<file path="src/rtl/bfsam_pkg.sv">
// ----------------------------------------------------------------------------
// bfsam_pkg
// Shared widths, opcodes and state codes for the BFS adjacency-matrix block.
// ----------------------------------------------------------------------------
package bfsam_pkg;

    localparam int MAX_VERTEX = 64;
    localparam int VTX_W      = $clog2(MAX_VERTEX);
    localparam int CNT_W      = $clog2(MAX_VERTEX + 1);
    localparam int ROW_W      = MAX_VERTEX;

    typedef enum logic {
        OP_LOAD = 1'b0,
        OP_RUN  = 1'b1
    } t_opcode;

    typedef enum logic [5:0] {
        S_IDLE = 6'b000001,
        S_FIFO = 6'b000010,
        S_ROW  = 6'b000100,
        S_SCAN = 6'b001000,
        S_EMIT = 6'b010000,
        S_ERR  = 6'b100000
    } t_state;

endpackage

</file>
<file path="src/rtl/bfsam_in_if.sv">
// ----------------------------------------------------------------------------
// bfsam_in_if
// Input word channel: load one adjacency row or start a traversal.
// ----------------------------------------------------------------------------
interface bfsam_in_if;
    logic                           valid;
    logic                           ready;
    logic                           opcode;
    logic [bfsam_pkg::VTX_W-1:0]    vertex;
    logic [bfsam_pkg::ROW_W-1:0]    row_bits;

    modport source (output valid, opcode, vertex, row_bits, input ready);
    modport sink   (input valid, opcode, vertex, row_bits, output ready);
endinterface

</file>
<file path="src/rtl/bfsam_out_if.sv">
// ----------------------------------------------------------------------------
// bfsam_out_if
// Result word channel: one visited vertex per word.
// ----------------------------------------------------------------------------
interface bfsam_out_if;
    logic                           valid;
    logic                           ready;
    logic [bfsam_pkg::VTX_W-1:0]    visited_vertex;
    logic                           last;
    logic                           error;

    modport source (output valid, visited_vertex, last, error, input ready);
    modport sink   (input valid, visited_vertex, last, error, output ready);
endinterface

</file>
<file path="src/rtl/bfsam_cfg_if.sv">
// ----------------------------------------------------------------------------
// bfsam_cfg_if
// Configuration write channel for the vertex count register.
// ----------------------------------------------------------------------------
interface bfsam_cfg_if;
    logic                           valid;
    logic                           ready;
    logic [bfsam_pkg::CNT_W-1:0]    data;

    modport source (output valid, data, input ready);
    modport sink   (input valid, data, output ready);
endinterface

</file>
<file path="src/rtl/bfs_adjacency_matrix.sv">
// ----------------------------------------------------------------------------
// bfs_adjacency_matrix
// Breadth-first traversal over an adjacency bit matrix held in RAM.
// ----------------------------------------------------------------------------
//  channel  | dir | handshake    | payload
//  ---------+-----+--------------+-----------------------------------------
//  i_in     | in  | valid/ready  | opcode, vertex, row_bits
//  o_out    | out | valid/ready  | visited_vertex, last, error
//  i_cfg    | in  | valid/ready  | data = vertex_count (7 bits)
//
//  A load writes its row into the adjacency RAM. After a run is accepted,
//  each dequeued vertex takes RAM reads (queue entry, then adjacency row),
//  one scan step per newly found neighbor plus one that finds none left,
//  and one emit step to hand the word to the output register. An out-of-range
//  start goes to the error state and gives one error word.
//  Reset clears control state and sets vertex_count to 64; RAMs are not
//  cleared. A stalled output holds the traversal in the emit state.
// ----------------------------------------------------------------------------
module bfs_adjacency_matrix (
    input  logic          i_clk,
    input  logic          i_rst_n,
    bfsam_in_if.sink      i_in,
    bfsam_out_if.source   o_out,
    bfsam_cfg_if.sink     i_cfg
);

    localparam int VW = bfsam_pkg::VTX_W;
    localparam int CW = bfsam_pkg::CNT_W;
    localparam int RW = bfsam_pkg::ROW_W;

    bfsam_pkg::t_state r_state, n_state;

    logic [CW-1:0] r_count;
    logic [RW-1:0] r_visited, n_visited;
    logic [CW-1:0] r_head, n_head;
    logic [CW-1:0] r_tail, n_tail;
    logic [VW-1:0] r_node, n_node;

    logic          r_out_valid;
    logic [VW-1:0] r_out_vertex;
    logic          r_out_last;
    logic          r_out_error;

    logic [CW-1:0] eff_count;
    logic [RW-1:0] scan_mask;
    logic [RW-1:0] pend;
    logic [VW-1:0] pick;
    logic          out_free;
    logic          in_fire;
    logic          is_run;
    logic          start_ok;

    // adjacency RAM ports
    logic          adj_we;
    logic          adj_re;
    logic [RW-1:0] adj_rdata;

    // queue RAM ports
    logic          q_we;
    logic [VW-1:0] q_waddr;
    logic [VW-1:0] q_wdata;
    logic          q_re;
    logic [VW-1:0] q_rdata;

    function automatic logic [VW-1:0] first_set(input logic [RW-1:0] v);
        logic [VW-1:0] f;
        f = '0;
        for (int i = RW - 1; i >= 0; i--) begin
            if (v[i]) begin
                f = VW'(i);
            end
        end
        return f;
    endfunction

    assign eff_count = (r_count > CW'(bfsam_pkg::MAX_VERTEX))
                     ? CW'(bfsam_pkg::MAX_VERTEX) : r_count;

    always_comb begin
        for (int i = 0; i < RW; i++) begin
            scan_mask[i] = (CW'(i) < eff_count);
        end
    end

    assign pend     = adj_rdata & ~r_visited & scan_mask;
    assign pick     = first_set(pend);
    assign out_free = !r_out_valid || o_out.ready;

    assign i_in.ready = (r_state == bfsam_pkg::S_IDLE);
    assign in_fire    = i_in.valid && i_in.ready;
    assign is_run     = (i_in.opcode == bfsam_pkg::OP_RUN);
    assign start_ok   = ({1'b0, i_in.vertex} < eff_count);

    assign i_cfg.ready = 1'b1;

    assign adj_we = in_fire && !is_run;
    assign adj_re = (r_state == bfsam_pkg::S_ROW);

    bfsam_ram #(
        .WIDTH (RW),
        .DEPTH (bfsam_pkg::MAX_VERTEX)
    ) u_adj_ram (
        .i_clk   (i_clk),
        .i_we    (adj_we),
        .i_waddr (i_in.vertex),
        .i_wdata (i_in.row_bits),
        .i_re    (adj_re),
        .i_raddr (q_rdata),
        .o_rdata (adj_rdata)
    );

    bfsam_ram #(
        .WIDTH (VW),
        .DEPTH (bfsam_pkg::MAX_VERTEX)
    ) u_queue_ram (
        .i_clk   (i_clk),
        .i_we    (q_we),
        .i_waddr (q_waddr),
        .i_wdata (q_wdata),
        .i_re    (q_re),
        .i_raddr (r_head[VW-1:0]),
        .o_rdata (q_rdata)
    );

    always_comb begin
        n_state   = r_state;
        n_visited = r_visited;
        n_head    = r_head;
        n_tail    = r_tail;
        n_node    = r_node;
        q_we      = 1'b0;
        q_waddr   = r_tail[VW-1:0];
        q_wdata   = pick;
        q_re      = 1'b0;

        unique case (r_state)
            bfsam_pkg::S_IDLE: begin
                if (in_fire && is_run) begin
                    if (start_ok) begin
                        // seed the queue with the start vertex
                        q_we      = 1'b1;
                        q_waddr   = '0;
                        q_wdata   = i_in.vertex;
                        n_visited = RW'(1) << i_in.vertex;
                        n_head    = '0;
                        n_tail    = CW'(1);
                        n_state   = bfsam_pkg::S_FIFO;
                    end else begin
                        n_state = bfsam_pkg::S_ERR;
                    end
                end
            end
            bfsam_pkg::S_FIFO: begin
                q_re    = 1'b1;
                n_state = bfsam_pkg::S_ROW;
            end
            bfsam_pkg::S_ROW: begin
                n_node  = q_rdata;
                n_head  = r_head + CW'(1);
                n_state = bfsam_pkg::S_SCAN;
            end
            bfsam_pkg::S_SCAN: begin
                // one unvisited neighbor per cycle, lowest index first
                if (pend != '0) begin
                    q_we            = 1'b1;
                    n_visited[pick] = 1'b1;
                    n_tail          = r_tail + CW'(1);
                end else begin
                    n_state = bfsam_pkg::S_EMIT;
                end
            end
            bfsam_pkg::S_EMIT: begin
                if (out_free) begin
                    n_state = (r_head == r_tail) ? bfsam_pkg::S_IDLE : bfsam_pkg::S_FIFO;
                end
            end
            bfsam_pkg::S_ERR: begin
                if (out_free) begin
                    n_state = bfsam_pkg::S_IDLE;
                end
            end
            default: begin
                n_state = bfsam_pkg::S_IDLE;
            end
        endcase
    end

    always_ff @(posedge i_clk) begin
        if (!i_rst_n) begin
            r_state   <= bfsam_pkg::S_IDLE;
            r_count   <= CW'(bfsam_pkg::MAX_VERTEX);
            r_visited <= '0;
            r_head    <= '0;
            r_tail    <= '0;
        end else begin
            r_state   <= n_state;
            r_visited <= n_visited;
            r_head    <= n_head;
            r_tail    <= n_tail;
            if (i_cfg.valid && i_cfg.ready) begin
                r_count <= i_cfg.data;
            end
        end
    end

    always_ff @(posedge i_clk) begin
        r_node <= n_node;
    end

    // output register
    always_ff @(posedge i_clk) begin
        if (!i_rst_n) begin
            r_out_valid <= 1'b0;
        end else begin
            if (o_out.ready) begin
                r_out_valid <= 1'b0;
            end
            if (out_free && (r_state == bfsam_pkg::S_EMIT || r_state == bfsam_pkg::S_ERR)) begin
                r_out_valid <= 1'b1;
            end
        end
    end

    always_ff @(posedge i_clk) begin
        if (out_free && r_state == bfsam_pkg::S_EMIT) begin
            r_out_vertex <= r_node;
            r_out_last   <= (r_head == r_tail);
            r_out_error  <= 1'b0;
        end else if (out_free && r_state == bfsam_pkg::S_ERR) begin
            r_out_vertex <= '0;
            r_out_last   <= 1'b1;
            r_out_error  <= 1'b1;
        end
    end

    assign o_out.valid          = r_out_valid;
    assign o_out.visited_vertex = r_out_vertex;
    assign o_out.last           = r_out_last;
    assign o_out.error          = r_out_error;

endmodule

</file>
<file path="src/rtl/bfsam_ram.sv">
// ----------------------------------------------------------------------------
// bfsam_ram
// Generic single-write, single-read RAM with registered read data.
// ----------------------------------------------------------------------------
module bfsam_ram #(
    parameter int WIDTH = 8,
    parameter int DEPTH = 64
) (
    input  logic                     i_clk,
    input  logic                     i_we,
    input  logic [$clog2(DEPTH)-1:0] i_waddr,
    input  logic [WIDTH-1:0]         i_wdata,
    input  logic                     i_re,
    input  logic [$clog2(DEPTH)-1:0] i_raddr,
    output logic [WIDTH-1:0]         o_rdata
);

    logic [WIDTH-1:0] r_mem [DEPTH];
    logic [WIDTH-1:0] r_rdata;

    always_ff @(posedge i_clk) begin
        if (i_we) begin
            r_mem[i_waddr] <= i_wdata;
        end
        if (i_re) begin
            r_rdata <= r_mem[i_raddr];
        end
    end

    assign o_rdata = r_rdata;

endmodule

</file>
<file path="src/flat_wrapper.sv">
// flat-port wrapper written by rule: the top's interface ports become plain ports
module bfs_adjacency_matrix_flat 
  (i_clk, i_rst_n, i_in_valid, i_in_opcode, i_in_vertex, i_in_row_bits, i_in_ready, o_out_valid, o_out_visited_vertex, o_out_last, o_out_error, o_out_ready, i_cfg_valid, i_cfg_data, i_cfg_ready);
  bfsam_in_if i_in_i ();
  bfsam_out_if o_out_i ();
  bfsam_cfg_if i_cfg_i ();
  input  logic i_clk;
  input  logic i_rst_n;
  input wire logic [$bits(i_in_i.valid)-1:0] i_in_valid;
  input wire logic [$bits(i_in_i.opcode)-1:0] i_in_opcode;
  input wire logic [$bits(i_in_i.vertex)-1:0] i_in_vertex;
  input wire logic [$bits(i_in_i.row_bits)-1:0] i_in_row_bits;
  output wire logic [$bits(i_in_i.ready)-1:0] i_in_ready;
  output wire logic [$bits(o_out_i.valid)-1:0] o_out_valid;
  output wire logic [$bits(o_out_i.visited_vertex)-1:0] o_out_visited_vertex;
  output wire logic [$bits(o_out_i.last)-1:0] o_out_last;
  output wire logic [$bits(o_out_i.error)-1:0] o_out_error;
  input wire logic [$bits(o_out_i.ready)-1:0] o_out_ready;
  input wire logic [$bits(i_cfg_i.valid)-1:0] i_cfg_valid;
  input wire logic [$bits(i_cfg_i.data)-1:0] i_cfg_data;
  output wire logic [$bits(i_cfg_i.ready)-1:0] i_cfg_ready;
  assign i_in_i.valid = i_in_valid;
  assign i_in_i.opcode = i_in_opcode;
  assign i_in_i.vertex = i_in_vertex;
  assign i_in_i.row_bits = i_in_row_bits;
  assign i_in_ready = i_in_i.ready;
  assign o_out_valid = o_out_i.valid;
  assign o_out_visited_vertex = o_out_i.visited_vertex;
  assign o_out_last = o_out_i.last;
  assign o_out_error = o_out_i.error;
  assign o_out_i.ready = o_out_ready;
  assign i_cfg_i.valid = i_cfg_valid;
  assign i_cfg_i.data = i_cfg_data;
  assign i_cfg_ready = i_cfg_i.ready;
  bfs_adjacency_matrix u_core (.i_clk(i_clk), .i_rst_n(i_rst_n), .i_in(i_in_i), .o_out(o_out_i), .i_cfg(i_cfg_i));
endmodule
</file>
<file path="config.mk">
export PLATFORM = sky130hd
export DESIGN_NAME = bfs_adjacency_matrix_flat
export DESIGN_NICKNAME = d
export VERILOG_FILES = /design/src/rtl/bfsam_pkg.sv /design/src/rtl/bfsam_in_if.sv /design/src/rtl/bfsam_out_if.sv /design/src/rtl/bfsam_cfg_if.sv /design/src/rtl/bfs_adjacency_matrix.sv /design/src/rtl/bfsam_ram.sv /design/src/flat_wrapper.sv
export SDC_FILE = /design/constraint.sdc
export NUM_CORES = 2
export LEC_CHECK = 0
export BUFFER_PORTS_ARGS = -buffer_cell sky130_fd_sc_hd__clkbuf_2
export CAP_MARGIN = 20
export CORE_ASPECT_RATIO = 2
export CORE_MARGIN = 3
export CORE_UTILIZATION = 35
export DETAILED_ROUTE_END_ITERATION = 8
export PLACE_DENSITY = 0.51
export SYNTH_ARGS = -nofsm -noshare
export SYNTH_HDL_FRONTEND = slang
export SYNTH_MEMORY_MAX_BITS = 65536
export SYNTH_SLANG_ARGS = --single-unit
</file>
<file path="constraint.sdc">
create_clock -name i_clk -period 6.7 [get_ports i_clk]
set_clock_uncertainty 0.05 [all_clocks]
set_input_delay 0.67 -clock i_clk [delete_from_list [all_inputs] [get_ports i_clk]]
set_output_delay 0.67 -clock i_clk [all_outputs]
set_load 0.01 [all_outputs]
</file>
### Word-level counts from Yosys, hierarchy flattened

Memory sizes are Yosys's and may differ from the RTL's. A register that Yosys moved wholly into a read port is not among the register bits.
Cells that the tools add are included.

| cells by class | value |
|---|---|
| add/sub/neg operators | 2 |
| magnitude comparators | 68 |
| equal/unequal tests | 13 |
| shifts and indexed selects | 1 |
| mux-type cells | 106 |
| bitwise operators | 4 |
| reduce and logical (&&, ||, !) cells | 19 |

Operators by type and width:

| cell | count |
|---|---|
| 2-to-1 mux 6 bit | 77 |
| < comparator 6 x 7 -> 1 bit, first input constant | 32 |
| 2-to-1 mux 64 bit | 3 |
| AND 64 bit | 2 |
| case mux 64 bit (2 select lines) | 1 |
| < comparator 5 x 7 -> 1 bit, first input constant | 16 |
| NOT 64 bit | 1 |
| bitwise OR 64 bit | 1 |
| nonzero test 64 bit | 1 |
| left shift 1 x 6 -> 64 bit, first input constant | 1 |
| < comparator 4 x 7 -> 1 bit, first input constant | 8 |
| 2-to-1 mux 7 bit | 6 |
| case mux 6 bit (6 select lines) | 1 |
| < comparator 3 x 7 -> 1 bit, first input constant | 4 |
| case mux 7 bit (2 select lines) | 2 |
| adder 7 x 1 -> 7 bit, second input constant | 2 |
| < comparator 1 x 7 -> 1 bit, first input constant | 2 |
| < comparator 2 x 7 -> 1 bit, first input constant | 2 |
| 2-to-1 mux 1 bit | 13 |
| AND reduction 4 bit | 2 |
| nonzero test 2 bit | 4 |
| equality test 7 bit | 1 |
| greater-than comparator 7 bit, second input constant | 1 |
| logical AND 1 bit | 7 |
| 17 further kinds | 23 |

| word-level totals | value |
|---|---|
| flip-flop bits (word level) | 106 |
| RAM bits | 4480 |
| input port bits | 83 |
| output and inout bits | 11 |
| logic and storage cells | 225 |
| memories kept | 2 |

Memories:

| name | words | bits a word | rd ports | clocked after memory_dff | wr ports | RTL line | text |
|---|---|---|---|---|---|---|---|
| u_core.u_adj_ram.r_mem | 64 | 64 | 1 | 1 | 1 | bfsam_ram.sv:18 | `logic [WIDTH-1:0] r_mem [DEPTH];` |
| u_core.u_queue_ram.r_mem | 64 | 6 | 1 | 1 | 1 | bfsam_ram.sv:18 |  |

### Longest topological paths before layout

| depth | value |
|---|---|
| word-level depth | 75 |
| gate-level depth with buffers | 16 |
| depth with buffers taken out | 13 |

### Hierarchy

Synthesis repeated with hierarchy kept, for this count alone.

| unflattened totals | value |
|---|---|
| cell total of the unflattened synthesis | 8410 |
| area total of the unflattened synthesis | 180409.3 µm² |

By module, submodules not included:

| module | instances | cells each | area an instance (µm²) | seq. area each (µm²) |
|---|---|---|---|---|
| bfsam_ram (u_core.u_adj_ram) | 1 | 6598 | 156989.3 | 124919.8 |
| bfsam_ram (u_core.u_queue_ram) | 1 | 720 | 15285.9 | 11711.2 |
| bfs_adjacency_matrix | 1 | 1092 | 8134.1 | 2252.2 |

### Worst setup path before layout

OpenSTA, ideal clock, no wires.

| timing | value |
|---|---|
| path type | reg2reg |
| from | register u_core.r_count[6] |
| to | memory u_core.u_queue_ram.r_mem[0][0] in the netlist's numbering, data pin |
| setup time | 0.719 ns |
| arrival time | 5.349 ns |
| data required time | 5.931 ns |
| path slack | 0.582 ns |
| stages on the path, launching flop included | 13 |
| path buffers | 3 |
| period minus slack after synthesis | 6.118 ns |
| cells stage by stage | dfxtp_1 buf_6 nor4_1 buf_2 nor2_1 nor2_1 o2111ai_1 nor4_1 o2111ai_1 o21ai_2 nor2_1 buf_2 o31ai_1 |

| between the ends | value |
|---|---|
| word-level cells in the longest chain between the ends | 71 |
| elaborated cells on any way between the ends | 135 |
| those cells by class | order compare: 66; mux: 68; bitwise: 1 |

RTL lines:

| item | RTL line | text |
|---|---|---|
| start: declaration | bfs_adjacency_matrix.sv:33 | `logic [CW-1:0] r_count;` |
| start signal: assignment | bfs_adjacency_matrix.sv:191 | `r_count <= CW'(bfsam_pkg::MAX_VERTEX);` |
| start signal: assignment | bfs_adjacency_matrix.sv:201 | `r_count <= i_cfg.data;` |
| greater-than comparator 7 bit | bfs_adjacency_matrix.sv:76 | `assign eff_count = (r_count > CW'(bfsam_pkg::MAX_VERTEX))` |
| 2-to-1 mux 7 bit (*) | bfs_adjacency_matrix.sv:77 | `? CW'(bfsam_pkg::MAX_VERTEX) : r_count;` |
| < comparator 6 x 7 -> 1 bit | bfs_adjacency_matrix.sv:81 | `scan_mask[i] = (CW'(i) < eff_count);` |
| AND 64 bit | bfs_adjacency_matrix.sv:85 | `assign pend = adj_rdata & ~r_visited & scan_mask;` |
| 2-to-1 mux 6 bit (64 in a row) | bfs_adjacency_matrix.sv:69 | `if (v[i]) begin` |
| 2-to-1 mux 6 bit | bfs_adjacency_matrix.sv:139 | `if (start_ok) begin` |
| 2-to-1 mux 6 bit | bfs_adjacency_matrix.sv:138 | `if (in_fire && is_run) begin` |
| 2-to-1 mux 6 bit (*) | bfs_adjacency_matrix.sv:136 | `unique case (r_state)` |
| via u_core.q_wdata[0] | bfs_adjacency_matrix.sv:61 | `logic [VW-1:0] q_wdata;` |
| end: declaration | bfsam_ram.sv:18 |  |

Mark *: on every way through the listed nets, which the timed path passes. The rest lies on a longest branch.

### Final worst setup path

| timing | value |
|---|---|
| from | register u_core.r_count[1] |
| to | memory u_core.u_queue_ram.r_mem[22][1] in the netlist's numbering (enable) |

| between the ends | value |
|---|---|
| word-level cells in the longest chain between the ends | 9 |
| elaborated cells on any way between the ends | 78 |
| those cells by class | order compare: 66; mux: 10; bitwise: 1; reduce/logical: 1 |

RTL lines:

| item | RTL line | text |
|---|---|---|
| greater-than comparator 7 bit | bfs_adjacency_matrix.sv:76 |  |
| 2-to-1 mux 7 bit (*) | bfs_adjacency_matrix.sv:77 |  |
| < comparator 1 x 7 -> 1 bit (tied with other cells) | bfs_adjacency_matrix.sv:81 |  |
| AND 64 bit | bfs_adjacency_matrix.sv:85 |  |
| nonzero test 64 bit | bfs_adjacency_matrix.sv:164 | `if (pend != '0) begin` |
| 2-to-1 mux 1 bit | bfs_adjacency_matrix.sv:164 |  |
| case mux 1 bit (2 select lines) | bfs_adjacency_matrix.sv:136 |  |
| 2-to-1 mux 1 bit | bfsam_ram.sv:22 | `if (i_we) begin` |
| 2-to-1 mux 1 bit (not written as such) | bfsam_ram.sv:23 | `r_mem[i_waddr] <= i_wdata;` |

Mark *: on every way between the ends. The rest lies on a longest branch, timed or not.

==> impl_metrics.ini <==
[floorplanning]
coreArea_um2 = 511000
initial_core_util_pct = 35.2
io-pin-count = 94
dieArea_um2 = 523000
die_h_mm = 1.02
die_w_um = 513
fp-row-count = 371

[status]
outcome = finished clean

[clock_tree]
cts-buffers-inserted = 397
post_cts_buffers = 0
clk_latency_ns = 0.98
cts.sinks = 4656
clock-root-buffer = clkbuf_16
cts.path.max_buffers = 4
cts_tree = done
h-tree-depth = 5
clk_pin_slew_ns = 0.08

[detailed_routing]
vias = 85300
wirelength_mm = 555
routedWlPerCell_um = 36.8
detail-route-antenna-nets = 0
drc_errors = 0
vias_per_cell = 5.66
drt-pass1-iter-count = 6
drtIter0Drc = 8742

[sta]
timing.final.setup_violations = 0
tightest_slew_ns = 1.21
slew_headroom_pct = 19.6
maxSlewViolCount = 0
setup_slack_ns = 0.892
period_minus_slack_ns = 5.81
fmax_mhz = 172
rsz0062_at_grt = false
hold_ws_ns = 0.00333
period_share_pct = 86.7
setup_tns_ns = 0
hold_viol_final = 0

[power]
pwr_density_cell_nw_per_um2 = 287
power_leakage_nw = 62.2
power_mw = 59.0
ir_worst_vdd_uv = 202

[place]
pre_cts_slack_ns = 0.934
io_buffers = 92
dp_hpwl_mm = 296
post_dp_cell_area_um2 = 191000
place.gp.congestion = 0.868

[synthesis]
synth_most_common_cell = edfxtp_1
syn_avg_cell_area_um2 = 23.7
synth-main-ff-cell = edfxtp_1
synth_sequential_area_ratio_pct = 77.2
syn_inst = 7596
synth_largest_area_cell = edfxtp_1
yosys-top-cells-area = edfxtp_1 (76%), mux4_2 (18%), dfxtp_1 (1.0%)
yosys-top-cells-count = edfxtp_1 (4,563), mux4_2 (1,470), clkbuf_1 (306)
yosysUniqueCellTypes = 99
synth-edff-count = 4563
syn_area_um2 = 180000
syn_nets = 7686
synth-seq-cells = 4656
async_reset_ff_share_pct = 0
yosysWarningCount = 0
synth.top_cell.area_share_pct = 76.2

[grt]
grt_remaining_overflow = 0
grt_max_degree = 103
grt_pass1_wl_mm = 754
grt_usage_pct = 20.9
antenna_found_initial = 37
grt_pass1_vias = 88700

[job]
max-cap-violations = 0

[cells_and_area]
syn_to_final_growth_pct = 14.4
final_cell_area_um2 = 206000
drive_above_1_share_pct = 31.2
final_nets = 8102

[worst_setup_path]
worstPathRequired_ns = 7.23
critPathCaptureType = flop
worstSetupStartpointType = flop
reg2reg_to = u_core.u_queue_ram.r_mem[22][1]
ff2ff_path_depth = 9
critical_path_class = reg -> reg
arrival_ns = 6.34
r2r-start = u_core.r_count[1]
rrSetupSlack_ns = 0.89
critPathMaxFanout = 17

[min_path]
hold_depth = 1
hp-class = in -> reg
worstHoldStart = i_in_row_bits[24]
whs_endpoint = u_core.u_adj_ram.r_mem[54][24]
[layout by cell type, fill, tap and decap left out, types with 36 or more instances in the layout]
cell type / n
edfxtp_1: 4563
mux4_2: 1470
clkbuf_16: 403
buf_12: 160
nor2_1: 159
buf_4: 143
nand2_1: 109
o21ai_0: 96
clkbuf_2: 93
dfxtp_1: 89
a21oi_1: 77
clkinv_1: 73
clkinv_2: 68
nor2_4: 66
clkbuf_1: 60
bufinv_16: 50
nor2b_1: 45
o211ai_1: 44
nand2b_1: 36
[worst max path at each step]
stage / startpoint / endpoint / slack, ns / cells after the start
after global routing: u_core.r_count[1] / u_core.u_queue_ram.r_mem[22][2] / 0.67 / 9
after detailed placement: u_core.r_count[1] / u_core.u_queue_ram.r_mem[0][2] / 0.93 / 9
final: u_core.r_count[1] / u_core.u_queue_ram.r_mem[22][1] / 0.89 / 9
after CTS: u_core.r_count[1] / u_core.u_queue_ram.r_mem[0][5] / 0.89 / 9
after floorplan: u_core.r_count[6] / u_core.u_queue_ram.r_mem[0][0] / 0.58 / 12
after global placement: u_core.r_count[1] / u_core.u_queue_ram.r_mem[22][3] / 1.12 / 9
[metrics by stage]
step                      cells  util (%)
after floorplan            7596         -
after global placement    14200      37.3
after detailed placement  14200      37.3
after CTS                 15000      39.9
after global routing      15100      40.2
final                     15100      40.2
[sequential cells by signal, summed over array words and instances (netlist names), 7 cells and up]
register	count
u_core.u_adj_ram.r_mem	4096
u_core.u_queue_ram.r_mem	384
u_core.r_visited	64
u_core.u_adj_ram.o_rdata	64
u_core.r_count	7
u_core.r_head	7
u_core.r_tail	7
[power breakdown]
group	switching [mW]	internal (mW)	total, mW
combinational	1.81	1.16	2.98
sequential	0.0984	32.1	32.2
clock	10.8	13.1	23.8
[final cells by class]
type | instances | area, µm²
Antenna cell | 11 | 27.5
Clock buffer | 464 | 10300
Clock inverter | 264 | 2880
Fill cell | 44300 | 305000
Inverter | 27 | 106
Multi-Input combinational cell | 2492 | 39800
Sequential cell | 4656 | 139000
Tap cell | 6714 | 8400
Timing Repair Buffer | 438 | 5290
[critical path: stages (launching register included)]
cell and delay, ns:
dfxtp_1 0.81, nand3b_1 0.78, a2111oi_0 0.99, nor2b_1 0.13
o211ai_1 0.34, nor4_4 0.19, nand3_1 0.17, nand2_1 0.37
or4b_2 0.90, nor3_1 0.68
[metal layers]
layer | vias up | track usage, % | share of wire (%)
met5 | - | 0 | 0.016
met4 | 14 | 7.38 | 4.0
met3 | 824 | 2.40 | 4.7
met2 | 2983 | 40.0 | 56
met1 | 47900 | 23.7 | 35
li1 | 33600 | - | -
[what timing repair did]
item / 4_1_cts / 5_1_grt
endpoints found under the hold margin: 6 / 106
hold buffers: 6 / 27
resized for setup: 0 / 0
[cell families after synthesis]
group	Yosys count	share of synthesized area, %
compound gates	389	1.51
flops	4656	77.2
xor+xnor	18	0.0877
buf+inv	448	0.978
mux	1479	18.5
other cells	1	0.00209
fa+ha+maj	7	0.0487
simple gates	598	1.69
(Power assumes the default switching activity.)
